File: src/wsnc_ram.sv
module wsnc_ram #(
   parameter int DEPTH = 16,
   parameter int WIDTH = 16,
   localparam int AW = (DEPTH > 1) ? $clog2(DEPTH) : 1
) (
   input  logic             clock,
   input  logic             we,
   input  logic [AW-1:0]    waddr,
   input  logic [WIDTH-1:0] wdata,
   input  logic [AW-1:0]    raddr,
   output logic [WIDTH-1:0] rdata
);

   logic [WIDTH-1:0] mem [DEPTH];
   logic [WIDTH-1:0] rdata_ff;

   always_ff @(posedge clock) begin
      if (we) begin
         mem[waddr] <= wdata;
      end
      rdata_ff <= mem[raddr];
   end

   assign rdata = rdata_ff;

endmodule

File: config.mk
export PLATFORM = sky130hd
export DESIGN_NAME = wsnc_ram
export DESIGN_NICKNAME = d
export VERILOG_FILES = /design/src/wsnc_ram.sv
export SDC_FILE = /design/constraint.sdc
export NUM_CORES = 1
export LEC_CHECK = 0
export BUFFER_PORTS_ARGS = -buffer_cell sky130_fd_sc_hd__clkbuf_2
export CAP_MARGIN = 20
export CORE_ASPECT_RATIO = 0.6
export CORE_UTILIZATION = 55
export DETAILED_ROUTE_END_ITERATION = 8
export PLACE_DENSITY = 0.81
export SLEW_MARGIN = 20
export SYNTH_ARGS = -nofsm -noshare
export SYNTH_HDL_FRONTEND = slang
export SYNTH_SLANG_ARGS = --single-unit
File: constraint.sdc
create_clock -name clock -period 2.2 [get_ports clock]
set_input_delay 0.33 -clock clock [delete_from_list [all_inputs] [get_ports clock]]
set_output_delay 0.33 -clock clock [all_outputs]
set_load 0.005 [all_outputs]
==> results summary <==
The worst setup path category is in -> reg. The arrival time of data at the critical path endpoint came out at 1.83 ns. The synthesized netlist contains 19 unique library cells.

The cell count of the worst reg-to-reg path is 3. Yosys instantiated no cell more often than edfxtp_1. The maximum clock rate is 0.717 GHz. The number of gates resized after CTS was 0. Max-cap violations in this run came to 0. The number of vias after detailed routing is between 4000 and 5000. Yosys attributes the largest share of cell area to edfxtp_1, mux4_2, dfxtp_1. The worst setup path startpoint is raddr[3]. The number of core rows is 37. The run finished with clean final reports.

The critical path data required time came out at approximately 2.6 ns. The starting density of the core came out at between 50% and 60%. The fraction of power consumed by the clock network is approximately 37%.

The post-layout worst setup margin is between 0.8 and 0.9 ns. The synthesized netlist net count came out at 458. The post-synth design cell area came out at 10000 um^2.

The post-CTS repair timing setup buffer count is 0. The worst-case clock buffer depth is 3. In this run the critical register-to-register path is captured at rdata[6]. The number of clock sinks came out at 272.

The number of synthesized flops with an enable pin came out at between 200 and 300. 42 I/O pins were placed. The worst ir drop on vdd is 557 uV. The combinational share of power is under 10%. For this design the ratio of total power to cell area is slightly below 900 nW/um^2. Detailed placement ended at an HPWL of roughly 12 mm. The proportion of synthesized flip-flops having asynchronous set or reset is 0%. The post-place setup slack is approximately 0.35 ns.

The clock tree from TritonCTS is built. The number of buffers inserted during clock tree synthesis is 23. In this run the number of H-tree levels came out at 1. The layout net count came out at 531. The leftover overflow at the end of global routing came out at 0.

The post-route DRC violation count came out at 0. The DRC marker count from the first detailed-route iteration came out at between 500 and 600. The synthesized design devotes to its leading area cell type ~77% of total area.

The count of buffers inserted at the top-level ports came out at 41. The dominant cell type by area after synthesis is edfxtp_1. The floorplan die area is between 15000 and 20000 um^2. By count the netlist is led by edfxtp_1, mux4_2, a22oi_1.

After technology mapping, the gate count stands at 432. The post-route minimum period is 1.39 ns. Global routing consumed, over all layers together, approximately 22% of the routing resources.

The cell chosen for the clock root is clkbuf_16. The area growth from synthesis to layout is 14.3%. The fraction of power spent switching nets came out at 19.7%. The clock latency on the worst-skew pair came out at 0.50 ns.

The number of nets with antenna violations after detailed routing came out at 0. In this run the horizontal extent of the chip is 176 um. The share of final-layout standard cells stronger than drive strength 1 came out at 32.4%. The number of global-route vias before repair is 4664. The pin slew with the least headroom to its limit came out at 1.07 ns. The flop and latch count out of synthesis came out at 272.

The detailed-routing iteration count for the pre-antenna-repair pass is 5. Averaged over all synthesized cells, the footprint is 23.2 um^2. The largest fanout of any net on the critical path is 9. The worst-case clock skew came out at 0.00604 ns. Entering global routing, the biggest net connects 41 pins. The routed wirelength normalized by instance count is roughly 27 um. The worst setup path is launched from a primary input. The number of diodes added for antenna fixing came out at 0.

The global-route wire length before repair came out at 29.5 mm. The normalized max-slew margin came out at 28.5%. The termination of the worst setup path is rdata[14]. The net load switching power is 1.98 mW. The final number of hold-violating endpoints is 0. The aggregate negative setup slack is 0 ns.

The number of hold buffers added after CTS was 0. The design internal power is 8.11 mW. The floorplan step set the die height to roughly 110 um.

The number of antenna violations at the first check in global routing came to 0. Dividing the detail-routed via count by the number of cells gives about 6.3. Setup violations remaining at the end of the flow were counted as 0. The final number of max-transition violations came out at 0.

The core region is 17500 um^2. The count of yosys warnings during synthesis came out at 0. The class of the worst hold path is in -> reg.

Setup repair after global routing left no endpoint under its margin. The cell leakage power came out at 3.75 nW. The main flop type after synthesis is edfxtp_1. Routability-driven placement finished with a final weighted congestion of 0.765. In this run the critical register-to-register path is launched from mem[9][6]. The minimum setup slack among reg-to-reg paths came out at ~0.86 ns. The worst setup path is captured at a register.

The clock-pin slew on the worst setup and hold paths is 0.06 ns. Of the synthesized area, sequential elements account for 79.7%. The ratio of final minimum period to clock period is 63.4%.

The sequential share of power is between 50% and 60%. After detailed routing, the total wire length is between 20 and 25 mm.
[layout make-up]
cell class	instances	area [um^2]
multi-input cells	139	1960
repair buffers	69	518
fillers	1108	6020
clock buffers	36	674
well taps	234	293
clock inverters	5	22.5
flip-flops and latches	272	8010
[power by group through the flow]
| stage | registers (mW) | logic, mW | clock network (mW) |
|---|---|---|---|
| CTS | 5.83 | 0.526 | 3.79 |
| floorplan | 5.93 | 0.283 | 0 |
| finish | 5.83 | 0.520 | 3.75 |
| global route | 5.84 | 0.558 | 3.98 |
| global placement | 5.93 | 0.501 | 0 |
| detailed placement | 5.94 | 0.520 | 0 |
[kinds of logic after synthesis]
group,synth area share [%]
multiplexers,14.7
AND/OR/NAND/NOR,1.92
buffers and inverters,1.23
AO/OA/AOI/OAI,2.39
flip-flops,79.7
[layer usage]
layer / up-vias / track usage (%) / part of all wire (%)
li1: 1979 / - / -
met1: 2539 / 35.1 / 44
met2: 224 / 33.9 / 46
met3: 25 / 3.44 / 8.3
met4: 0 / 3.76 / 1.2
met5: - / 0 / 0
[registers in the layout, summed over array words and instances, names as in the netlist]
name	cells
rdata	16
mem	256
[how the worst min path moves through the flow]
stage / cells after the start / slack, ns / end / start
after detailed placement: 3 / 0.65 / rdata[11] / mem[12][11]
after global placement: 3 / 0.65 / rdata[5] / mem[15][5]
after floorplan: 0 / 0.43 / mem[0][0] / wdata[0]
after global routing: 1 / 0.26 / mem[15][8] / wdata[8]
after CTS: 1 / 0.22 / mem[11][9] / wdata[9]
final: 1 / 0.23 / mem[11][9] / wdata[9]
[placed cells by master (no fill, tap or decap), drive strengths merged]
| cell | instances |
|---|---|
| dfxtp | 16 |
| clkinv | 4 |
| a22oi | 32 |
| nand2 | 17 |
| nand3 | 1 |
| nand2b | 2 |
| nor2 | 13 |
| clkinvlp | 1 |
| edfxtp | 256 |
| mux4 | 64 |
| or3b | 1 |
| nor3 | 4 |
| nor2b | 2 |
| and2 | 1 |
| clkbuf | 76 |
| buf | 29 |
| nand3b | 2 |
[critical path, stage by stage]
cell      delay (ns)
clkbuf_2        0.11
nor2b_1         0.84
buf_4           0.34
a22oi_1         0.12
nand2_1         0.09
[through the flow]
stage	std cells	power, mW	cell area [um^2]	hold slack (ns)	util, %
5_1_grt	755	10.4	11500	0.256	65.6
2_1_floorplan	432	6.21	10000	0.429	-
3_5_place_dp	714	6.46	10800	0.655	61.6
4_1_cts	755	10.1	11500	0.219	65.6
6_report	755	10.1	11500	0.235	65.6
3_3_place_gp	714	6.43	10800	0.651	61.6
Power figures use the tool's default switching activity.
