===== config.mk =====
export PLATFORM = sky130hd
export DESIGN_NAME = wsnc_walk
export DESIGN_NICKNAME = d
export VERILOG_FILES = /design/src/wsnc_pkg.sv /design/src/wsnc_walk.sv
export SDC_FILE = /design/constraint.sdc
export NUM_CORES = 1
export LEC_CHECK = 0
export ABC_AREA = 1
export BUFFER_PORTS_ARGS = -buffer_cell sky130_fd_sc_hd__buf_2
export CAP_MARGIN = 10
export CORE_ASPECT_RATIO = 1.5
export CORE_MARGIN = 2
export CORE_UTILIZATION = 45
export CTS_BUF_LIST = sky130_fd_sc_hd__clkbuf_8
export DETAILED_ROUTE_END_ITERATION = 10
export GPL_ROUTABILITY_DRIVEN = 0
export PLACE_DENSITY = 0.63
export SLEW_MARGIN = 25
export SYNTH_ARGS = -nofsm -noshare
export SYNTH_HDL_FRONTEND = slang
export SYNTH_SLANG_ARGS = --single-unit

===== constraint.sdc =====
create_clock -name clock -period 4.3 [get_ports clock]
set_input_delay 0.86 -clock clock [delete_from_list [all_inputs] [get_ports clock]]
set_output_delay 0.86 -clock clock [all_outputs]
set_load 0.03 [all_outputs]

===== src/wsnc_pkg.sv =====
package wsnc_pkg;

   localparam int MAX_ROWS   = 128;
   localparam int MAX_COLS   = 128;
   localparam int MAX_RADIUS = 7;
   localparam int WSIDE      = 2 * MAX_RADIUS + 1;

   localparam int CELL_DEPTH = MAX_ROWS * MAX_COLS;
   localparam int WGT_DEPTH  = WSIDE * WSIDE;
   localparam int CELL_AW    = (CELL_DEPTH > 1) ? $clog2(CELL_DEPTH) : 1;
   localparam int WGT_AW     = (WGT_DEPTH > 1) ? $clog2(WGT_DEPTH) : 1;
   localparam int WOFF_W     = (WSIDE > 1) ? $clog2(WSIDE) : 1;

   localparam int TYPE_W     = 2;
   localparam int ROW_W      = 7;
   localparam int COL_W      = 7;
   localparam int DIM_W      = 8;
   localparam int RAD_W      = 3;
   localparam int VAL_W      = 16;
   localparam int SUM_W      = 24;
   localparam int CSR_IDX_W  = 3;
   localparam int CSR_DATA_W = 16;

   // request codes
   localparam logic [TYPE_W-1:0] REQ_CELL_WR = 2'd0;
   localparam logic [TYPE_W-1:0] REQ_WGT_WR  = 2'd1;
   localparam logic [TYPE_W-1:0] REQ_QUERY   = 2'd2;

   // register indexes
   localparam logic [CSR_IDX_W-1:0] CSR_GRID_ROWS = 3'd0;
   localparam logic [CSR_IDX_W-1:0] CSR_GRID_COLS = 3'd1;
   localparam logic [CSR_IDX_W-1:0] CSR_RADIUS    = 3'd2;
   localparam logic [CSR_IDX_W-1:0] CSR_TARGET    = 3'd3;
   localparam logic [CSR_IDX_W-1:0] CSR_TOLERANCE = 3'd4;

   typedef enum logic [2:0] {
      W_IDLE,
      W_SETUP,
      W_SCAN,
      W_DRAIN,
      W_HOLD
   } walk_state_type;

   typedef struct packed {
      logic [DIM_W-1:0]        nr;
      logic [DIM_W-1:0]        nc;
      logic [RAD_W-1:0]        radius;
      logic signed [VAL_W-1:0] target;
      logic [VAL_W-1:0]        tol;
   } cfg_type;

   typedef struct packed {
      logic go;
      logic err;
   } start_type;

   typedef struct packed {
      logic [ROW_W-1:0] row;
      logic [COL_W-1:0] col;
   } qry_type;

   typedef struct packed {
      logic idle;
      logic done;
   } walk_stat_type;

   function automatic logic [CELL_AW-1:0] cell_addr(input logic [ROW_W-1:0] row,
                                                    input logic [COL_W-1:0] col);
      cell_addr = CELL_AW'(int'(row) * MAX_COLS + int'(col));
   endfunction

   function automatic logic [WGT_AW-1:0] wgt_addr(input logic [WOFF_W-1:0] wrow,
                                                  input logic [WOFF_W-1:0] wcol);
      wgt_addr = WGT_AW'(int'(wrow) * WSIDE + int'(wcol));
   endfunction

endpackage


===== src/wsnc_walk.sv =====
module wsnc_walk (
   input  logic                                clock,
   input  logic                                reset,
   input  wsnc_pkg::start_type                 start,
   input  wsnc_pkg::qry_type                   qry,
   input  wsnc_pkg::cfg_type                   cfg,
   input  logic                                take,
   output wsnc_pkg::walk_stat_type             stat,
   output logic signed [wsnc_pkg::SUM_W-1:0]   sum,
   output logic [wsnc_pkg::CELL_AW-1:0]        cell_raddr,
   input  logic [wsnc_pkg::VAL_W-1:0]          cell_rdata,
   output logic [wsnc_pkg::WGT_AW-1:0]         wgt_raddr,
   input  logic [wsnc_pkg::VAL_W-1:0]          wgt_rdata
);

   wsnc_pkg::walk_state_type state_ff, state_in;

   logic [wsnc_pkg::ROW_W-1:0]  rr_ff, rr_in, r_hi_ff, r_hi_in;
   logic [wsnc_pkg::COL_W-1:0]  cc_ff, cc_in, c_lo_ff, c_lo_in, c_hi_ff, c_hi_in;
   logic [wsnc_pkg::WOFF_W-1:0] wr_ff, wr_in, wc_ff, wc_in, wc0_ff, wc0_in;

   logic                        rd_vld_ff, rd_vld_in;
   logic                        mt_vld_ff, mt_vld_in;
   logic                        match_ff, match_in;
   logic signed [wsnc_pkg::VAL_W-1:0] wgt_ff;
   logic signed [wsnc_pkg::SUM_W-1:0] acc_ff, acc_in;

   logic                        last;

   // window bounds
   logic [wsnc_pkg::DIM_W-1:0]  d_w, row_w, col_w;
   logic [wsnc_pkg::DIM_W-1:0]  r_lo_w, r_top_w, r_hi_w, wr0_w;
   logic [wsnc_pkg::DIM_W-1:0]  c_lo_w, c_top_w, c_hi_w, wc0_w;

   // match test
   logic signed [wsnc_pkg::VAL_W:0] diff;
   logic [wsnc_pkg::VAL_W:0]        mag;

   always_comb begin
      d_w     = wsnc_pkg::DIM_W'(cfg.radius);
      row_w   = wsnc_pkg::DIM_W'(qry.row);
      col_w   = wsnc_pkg::DIM_W'(qry.col);
      r_lo_w  = (row_w >= d_w) ? row_w - d_w : '0;
      c_lo_w  = (col_w >= d_w) ? col_w - d_w : '0;
      r_top_w = row_w + d_w;
      c_top_w = col_w + d_w;
      // stop at the last row and column of the grid
      r_hi_w  = (r_top_w > cfg.nr - wsnc_pkg::DIM_W'(1)) ?
                cfg.nr - wsnc_pkg::DIM_W'(1) : r_top_w;
      c_hi_w  = (c_top_w > cfg.nc - wsnc_pkg::DIM_W'(1)) ?
                cfg.nc - wsnc_pkg::DIM_W'(1) : c_top_w;
      wr0_w   = r_lo_w + d_w - row_w;
      wc0_w   = c_lo_w + d_w - col_w;
   end

   assign last = (rr_ff == r_hi_ff) && (cc_ff == c_hi_ff);

   // next state
   always_comb begin
      state_in = state_ff;
      case (state_ff)
         wsnc_pkg::W_IDLE: begin
            if (start.go) begin
               state_in = start.err ? wsnc_pkg::W_HOLD : wsnc_pkg::W_SETUP;
            end
         end
         wsnc_pkg::W_SETUP: state_in = wsnc_pkg::W_SCAN;
         wsnc_pkg::W_SCAN: begin
            if (last) begin
               state_in = wsnc_pkg::W_DRAIN;
            end
         end
         wsnc_pkg::W_DRAIN: begin
            if (!rd_vld_ff && !mt_vld_ff) begin
               state_in = wsnc_pkg::W_HOLD;
            end
         end
         wsnc_pkg::W_HOLD: begin
            if (take) begin
               state_in = wsnc_pkg::W_IDLE;
            end
         end
         default: state_in = wsnc_pkg::W_IDLE;
      endcase
   end

   // outputs
   always_comb begin
      stat.idle = 1'b0;
      stat.done = 1'b0;
      rd_vld_in = 1'b0;
      case (state_ff)
         wsnc_pkg::W_IDLE: stat.idle = 1'b1;
         wsnc_pkg::W_SCAN: rd_vld_in = 1'b1;
         wsnc_pkg::W_HOLD: stat.done = 1'b1;
         default: ;
      endcase
   end

   // window counters
   always_comb begin
      rr_in   = rr_ff;
      cc_in   = cc_ff;
      wr_in   = wr_ff;
      wc_in   = wc_ff;
      wc0_in  = wc0_ff;
      r_hi_in = r_hi_ff;
      c_lo_in = c_lo_ff;
      c_hi_in = c_hi_ff;
      if (state_ff == wsnc_pkg::W_SETUP) begin
         rr_in   = r_lo_w[wsnc_pkg::ROW_W-1:0];
         cc_in   = c_lo_w[wsnc_pkg::COL_W-1:0];
         wr_in   = wr0_w[wsnc_pkg::WOFF_W-1:0];
         wc_in   = wc0_w[wsnc_pkg::WOFF_W-1:0];
         wc0_in  = wc0_w[wsnc_pkg::WOFF_W-1:0];
         r_hi_in = r_hi_w[wsnc_pkg::ROW_W-1:0];
         c_lo_in = c_lo_w[wsnc_pkg::COL_W-1:0];
         c_hi_in = c_hi_w[wsnc_pkg::COL_W-1:0];
      end else if (state_ff == wsnc_pkg::W_SCAN) begin
         if (cc_ff == c_hi_ff) begin
            cc_in = c_lo_ff;
            wc_in = wc0_ff;
            rr_in = rr_ff + wsnc_pkg::ROW_W'(1);
            wr_in = wr_ff + wsnc_pkg::WOFF_W'(1);
         end else begin
            cc_in = cc_ff + wsnc_pkg::COL_W'(1);
            wc_in = wc_ff + wsnc_pkg::WOFF_W'(1);
         end
      end
   end

   assign cell_raddr = wsnc_pkg::cell_addr(rr_ff, cc_ff);
   assign wgt_raddr  = wsnc_pkg::wgt_addr(wr_ff, wc_ff);

   always_comb begin
      diff      = $signed({cell_rdata[wsnc_pkg::VAL_W-1], cell_rdata}) -
                  $signed({cfg.target[wsnc_pkg::VAL_W-1], cfg.target});
      mag       = diff[wsnc_pkg::VAL_W] ? $unsigned(-diff) : $unsigned(diff);
      match_in  = mag < {1'b0, cfg.tol};
      mt_vld_in = rd_vld_ff;
   end

   always_comb begin
      acc_in = acc_ff;
      if (state_ff == wsnc_pkg::W_IDLE && start.go) begin
         acc_in = '0;
      end else if (mt_vld_ff && match_ff) begin
         acc_in = acc_ff + wsnc_pkg::SUM_W'(wgt_ff);
      end
   end

   always_ff @(posedge clock) begin
      if (reset) begin
         state_ff  <= wsnc_pkg::W_IDLE;
         rd_vld_ff <= 1'b0;
         mt_vld_ff <= 1'b0;
      end else begin
         state_ff  <= state_in;
         rd_vld_ff <= rd_vld_in;
         mt_vld_ff <= mt_vld_in;
      end
   end

   always_ff @(posedge clock) begin
      rr_ff    <= rr_in;
      cc_ff    <= cc_in;
      wr_ff    <= wr_in;
      wc_ff    <= wc_in;
      wc0_ff   <= wc0_in;
      r_hi_ff  <= r_hi_in;
      c_lo_ff  <= c_lo_in;
      c_hi_ff  <= c_hi_in;
      match_ff <= match_in;
      wgt_ff   <= $signed(wgt_rdata);
      acc_ff   <= acc_in;
   end

   assign sum = acc_ff;

endmodule


==> out/qor.csv <==
metric,value,unit
clock sinks,93,
Vias/cell,5.00,
final hold viol count,0,
Mapped Cells,1347,
XOR/XNOR share of the synthesized area,7.01,%
via count,8888,
Synth Area in Adders,18.7,%
initial antenna violation count,0,
drt drc,0,
power after layout,5620,uW
global-route wire length before repair,38.3,mm
Syn. warnings,0,
post-synthesis compound-gate area fraction,12.4,%
total grt overflow,0,
CTS Buffer Depth,2,
maxcap violations,0,
min cycle time layout,4.59,ns
Synthesized Nets,1582,
ant diodes,0,
CORE AREA,20900,sq um
Synth Flop Type,edfxtp_1,
worst relative slew slack,30.1,%
crit share post-route,107,%
"reg-to-reg slack, setup",1.66,ns
switching share of power,49.9,%
RSZ-0062 raised after global routing,true,
combinational share of power,65.0,%
hold endpoint,mt_vld_ff,
CTS Hold Buffers Added,0,
DR pass1 iterations,5,
H-Tree Depth,3,
CTS tree,yes,
Slew @ Worst Pin,1.05,ns
Worst Path Max Fanout,3,
Die Ht,182,microns
endpoints failing setup,3,
worst min-delay path class,reg -> reg,
DR WL/cell,13.1,microns
vias in the first global route,8575,
post-synth cell types,51,
"EDFF count, synth",47,
CP Class,reg -> out,
Post-Place Cells,1759,
reg2reg end,sum[16],
FP Rows,65,
power per standard cell area,518,nW/um^2
sequential power share,24.8,%
fin nets,1740,
clock power share,10.2,%
Root Buffer,clkbuf_8,
VDD IR max,0.606,mV
Num CTS Buffers,9,
"Data required, critical path",3.44,ns
mux cell area share after synthesis,0.105,%
post-synthesis register bit count,93,
Total Wirelength,23.3,mm
Die W,123,microns
final core occ,51.9,%
Final HPWL DP,19.4,mm
Ports,150,
die footprint,22300,sq um
P&R area growth vs syn,14.2,%
WHS,0.423,ns
All-Layer GR Usage,21.3,%
"Reg clk slew, reported paths",0.10,ns
internal power,2810,uW
Mean Syn Cell Area,7.05,sq um
f_max,0.218,GHz
crit path launch type,flip-flop,
CP max-delay cell,fa_1,
Post-Synth Simple-Gate Area,26.5,%
"CP delay by family, top",adder cells,
Final Max Slew Viols,0,
crit-path max cell delay,0.57,ns
largest net degree at the start of global routing,47,
ys async rst share,0,%
CP bufs+invs,4,
Starting Density,45.4,%
nature of the critical path endpoint,primary output,
largest family of logic cells by synthesized area,simple AND/OR/NAND/NOR gates,
WHS Path Cells,2,
reg2reg path depth,13,
fillers,2155,
1st-iter DRT viols,376,
leakage,0.00589,uW
Non-Filler Instances,1778,
final setup margin,-0.295,ns
Synth Cell Area,9500,sq um
HP Start,mt_vld_in,
sequential share of the synthesized area,24.6,%
cells along the critical path,fa_1 -> inv_2 -> fa_1 -> fa_1 -> inv_2 -> ha_4 -> a21oi_2 -> inv_1 -> a31oi_2 -> nor2_1 -> nor2_1 -> nor2_1 -> nor2_2 -> xor2_2 -> buf_6,
Sw Pwr,2800,uW
Worst EP arrival,3.73,ns
"Clk Latency, worst-skew pair",0.39,ns
layout cells sized above 1,15.7,%
clk_skew,0.0111,ns
PortBufs,149,
Reg-to-Reg Start,sum[0],
status,finished with violations,
ANT nets after route,0,
failing checks,setup timing,
==> kinds of logic after synthesis <==
| kind of cell | after synthesis |
|---|---|
| xor+xnor | 76 |
| fa+ha+maj | 133 |
| flops | 93 |
| buf+inv | 263 |
| mux | 1 |
| compound gates | 203 |
| simple gates | 578 |
==> registers in the layout, summed over array words and instances (netlist names) <==
register	flops
sum	24
wgt_ff	16
c_hi_ff	7
c_lo_ff	7
cc_ff	7
r_hi_ff	7
rr_ff	7
wc0_ff	4
wc_ff	4
wr_ff	4
state_ff	3
match_ff	1
mt_vld_ff	1
mt_vld_in	1
==> metal layers <==
layer  wire length [microns]  vias to the layer above  GRT usage [%]
met5                       0                        -              0
met4                     539                        0           7.63
met3                     689                       33           2.32
met2                   12700                      155           41.3
met1                    9380                     4020           23.2
li1                        -                     4680              -
==> per-stage QoR <==
step                setup WS (ns)  cell area (sq um)  setup TNS (ns)
global route               -0.467              10800           -1.17
CTS                        -0.319              10800          -0.712
detailed placement        -0.0153              10600         -0.0153
finish                     -0.295              10800          -0.585
floorplan                  0.0182               9510               0
global placement          -0.0322              10600         -0.0322
==> power by group through the flow <==
stage	logic (uW)	registers, uW	clock network (uW)
2_1_floorplan	2280	1530	0
3_3_place_gp	3340	1420	0
3_5_place_dp	3380	1420	0
4_1_cts	3650	1400	587
5_1_grt	4060	1420	622
6_report	3650	1390	572
==> synth_stat cells, types with 2 or more instances <==
cell / instances / area share [%]
a211oi_1: 3 / 0.24
or2_2: 2 / 0.13
buf_2: 3 / 0.16
a31o_2: 2 / 0.18
and2_1: 3 / 0.20
a21boi_0: 2 / 0.16
nand3b_1: 4 / 0.32
nand2_1: 308 / 12
buf_6: 3 / 0.36
edfxtp_1: 47 / 15
o21ai_1: 2 / 0.11
fa_1: 15 / 3.2
nor3_1: 16 / 0.84
o21ai_0: 73 / 3.8
nand3_2: 5 / 0.53
a21oi_2: 4 / 0.37
clkbuf_1: 10 / 0.40
inv_2: 11 / 0.43
o211ai_1: 10 / 0.79
xnor2_1: 32 / 3.0
o21bai_1: 21 / 1.7
o21ai_2: 2 / 0.18
ha_1: 118 / 16
inv_1: 235 / 9.3
nor2_4: 3 / 0.36
a31oi_1: 5 / 0.33
a21oi_1: 65 / 3.4
nand3_1: 76 / 4.0
a21o_1: 5 / 0.40
or3_1: 2 / 0.13
nand2_4: 3 / 0.36
nand2_2: 7 / 0.46
xor2_1: 44 / 4.1
nor2_2: 7 / 0.46
nand4_1: 30 / 2.0
o22ai_1: 3 / 0.20
nor2_1: 107 / 4.2
dfxtp_1: 46 / 9.7
==> worst max-delay path by stage <==
stage	start	end	cells after the start
floorplan	wr_ff[2]	wgt_raddr[6]	14
global placement	wr_ff[0]	wgt_raddr[6]	15
detailed placement	wr_ff[0]	wgt_raddr[6]	15
CTS	wr_ff[0]	wgt_raddr[6]	15
global route	wr_ff[2]	wgt_raddr[6]	15
finish	wr_ff[2]	wgt_raddr[6]	15
==> repair_timing <==
action | CTS | global route
resized for setup | 11 | 1
pin swaps | 8 | 6
setup buffers | 2 | 1
setup endpoints to repair | 4 | 4
==> layout by cell type, fill, tap and decap left out, types with 3 or more instances in the layout <==
master / Yosys / final
o21ai_1: 2 / 3
a21oi_1: 65 / 63
nor2_1: 107 / 106
clkinv_4: 0 / 3
xnor2_1: 32 / 32
xor2_1: 44 / 43
nand3_2: 5 / 5
dfxtp_1: 46 / 46
nor2_4: 3 / 3
nand2_4: 3 / 3
o21bai_1: 21 / 21
nand4_1: 30 / 30
nand2_2: 7 / 7
and2_1: 3 / 3
o22ai_1: 3 / 3
nand2_1: 308 / 308
nor3_1: 16 / 15
nand3b_1: 4 / 4
a21oi_2: 4 / 6
nor2_2: 7 / 8
a211oi_1: 3 / 3
o21ai_0: 73 / 72
nand3_1: 76 / 76
o211ai_1: 10 / 10
fa_1: 15 / 15
inv_2: 11 / 13
clkbuf_8: 0 / 9
a31oi_1: 5 / 4
inv_1: 235 / 233
ha_1: 118 / 117
a21o_1: 5 / 5
edfxtp_1: 47 / 47
buf_2: 3 / 145
buf_4: 0 / 18
==> final cells by class <==
| type | count | area (sq um) | share of cell area (%) |
|---|---|---|---|
| multi-input combinational | 991 | 6190 | 57.1 |
| tap | 268 | 335 | 3.09 |
| sequential | 93 | 2330 | 21.5 |
| clock inverter | 7 | 65.1 | 0.600 |
| clock buffer | 9 | 124 | 1.14 |
| timing repair buffer | 164 | 872 | 8.04 |
| inverter | 246 | 923 | 8.51 |
==> worst reg2reg max path: stages (launching register included) <==
cell,delay (ns)
dfxtp_1,0.37
ha_1,0.24
inv_1,0.10
fa_1,0.41
inv_1,0.11
nand3_1,0.07
nand2_1,0.16
a21boi_2,0.11
o21ai_0,0.40
nand4_1,0.24
nand3_1,0.12
nand3_1,0.08
nand2_1,0.10
inv_1,0.04
(Power assumes the default switching activity.)
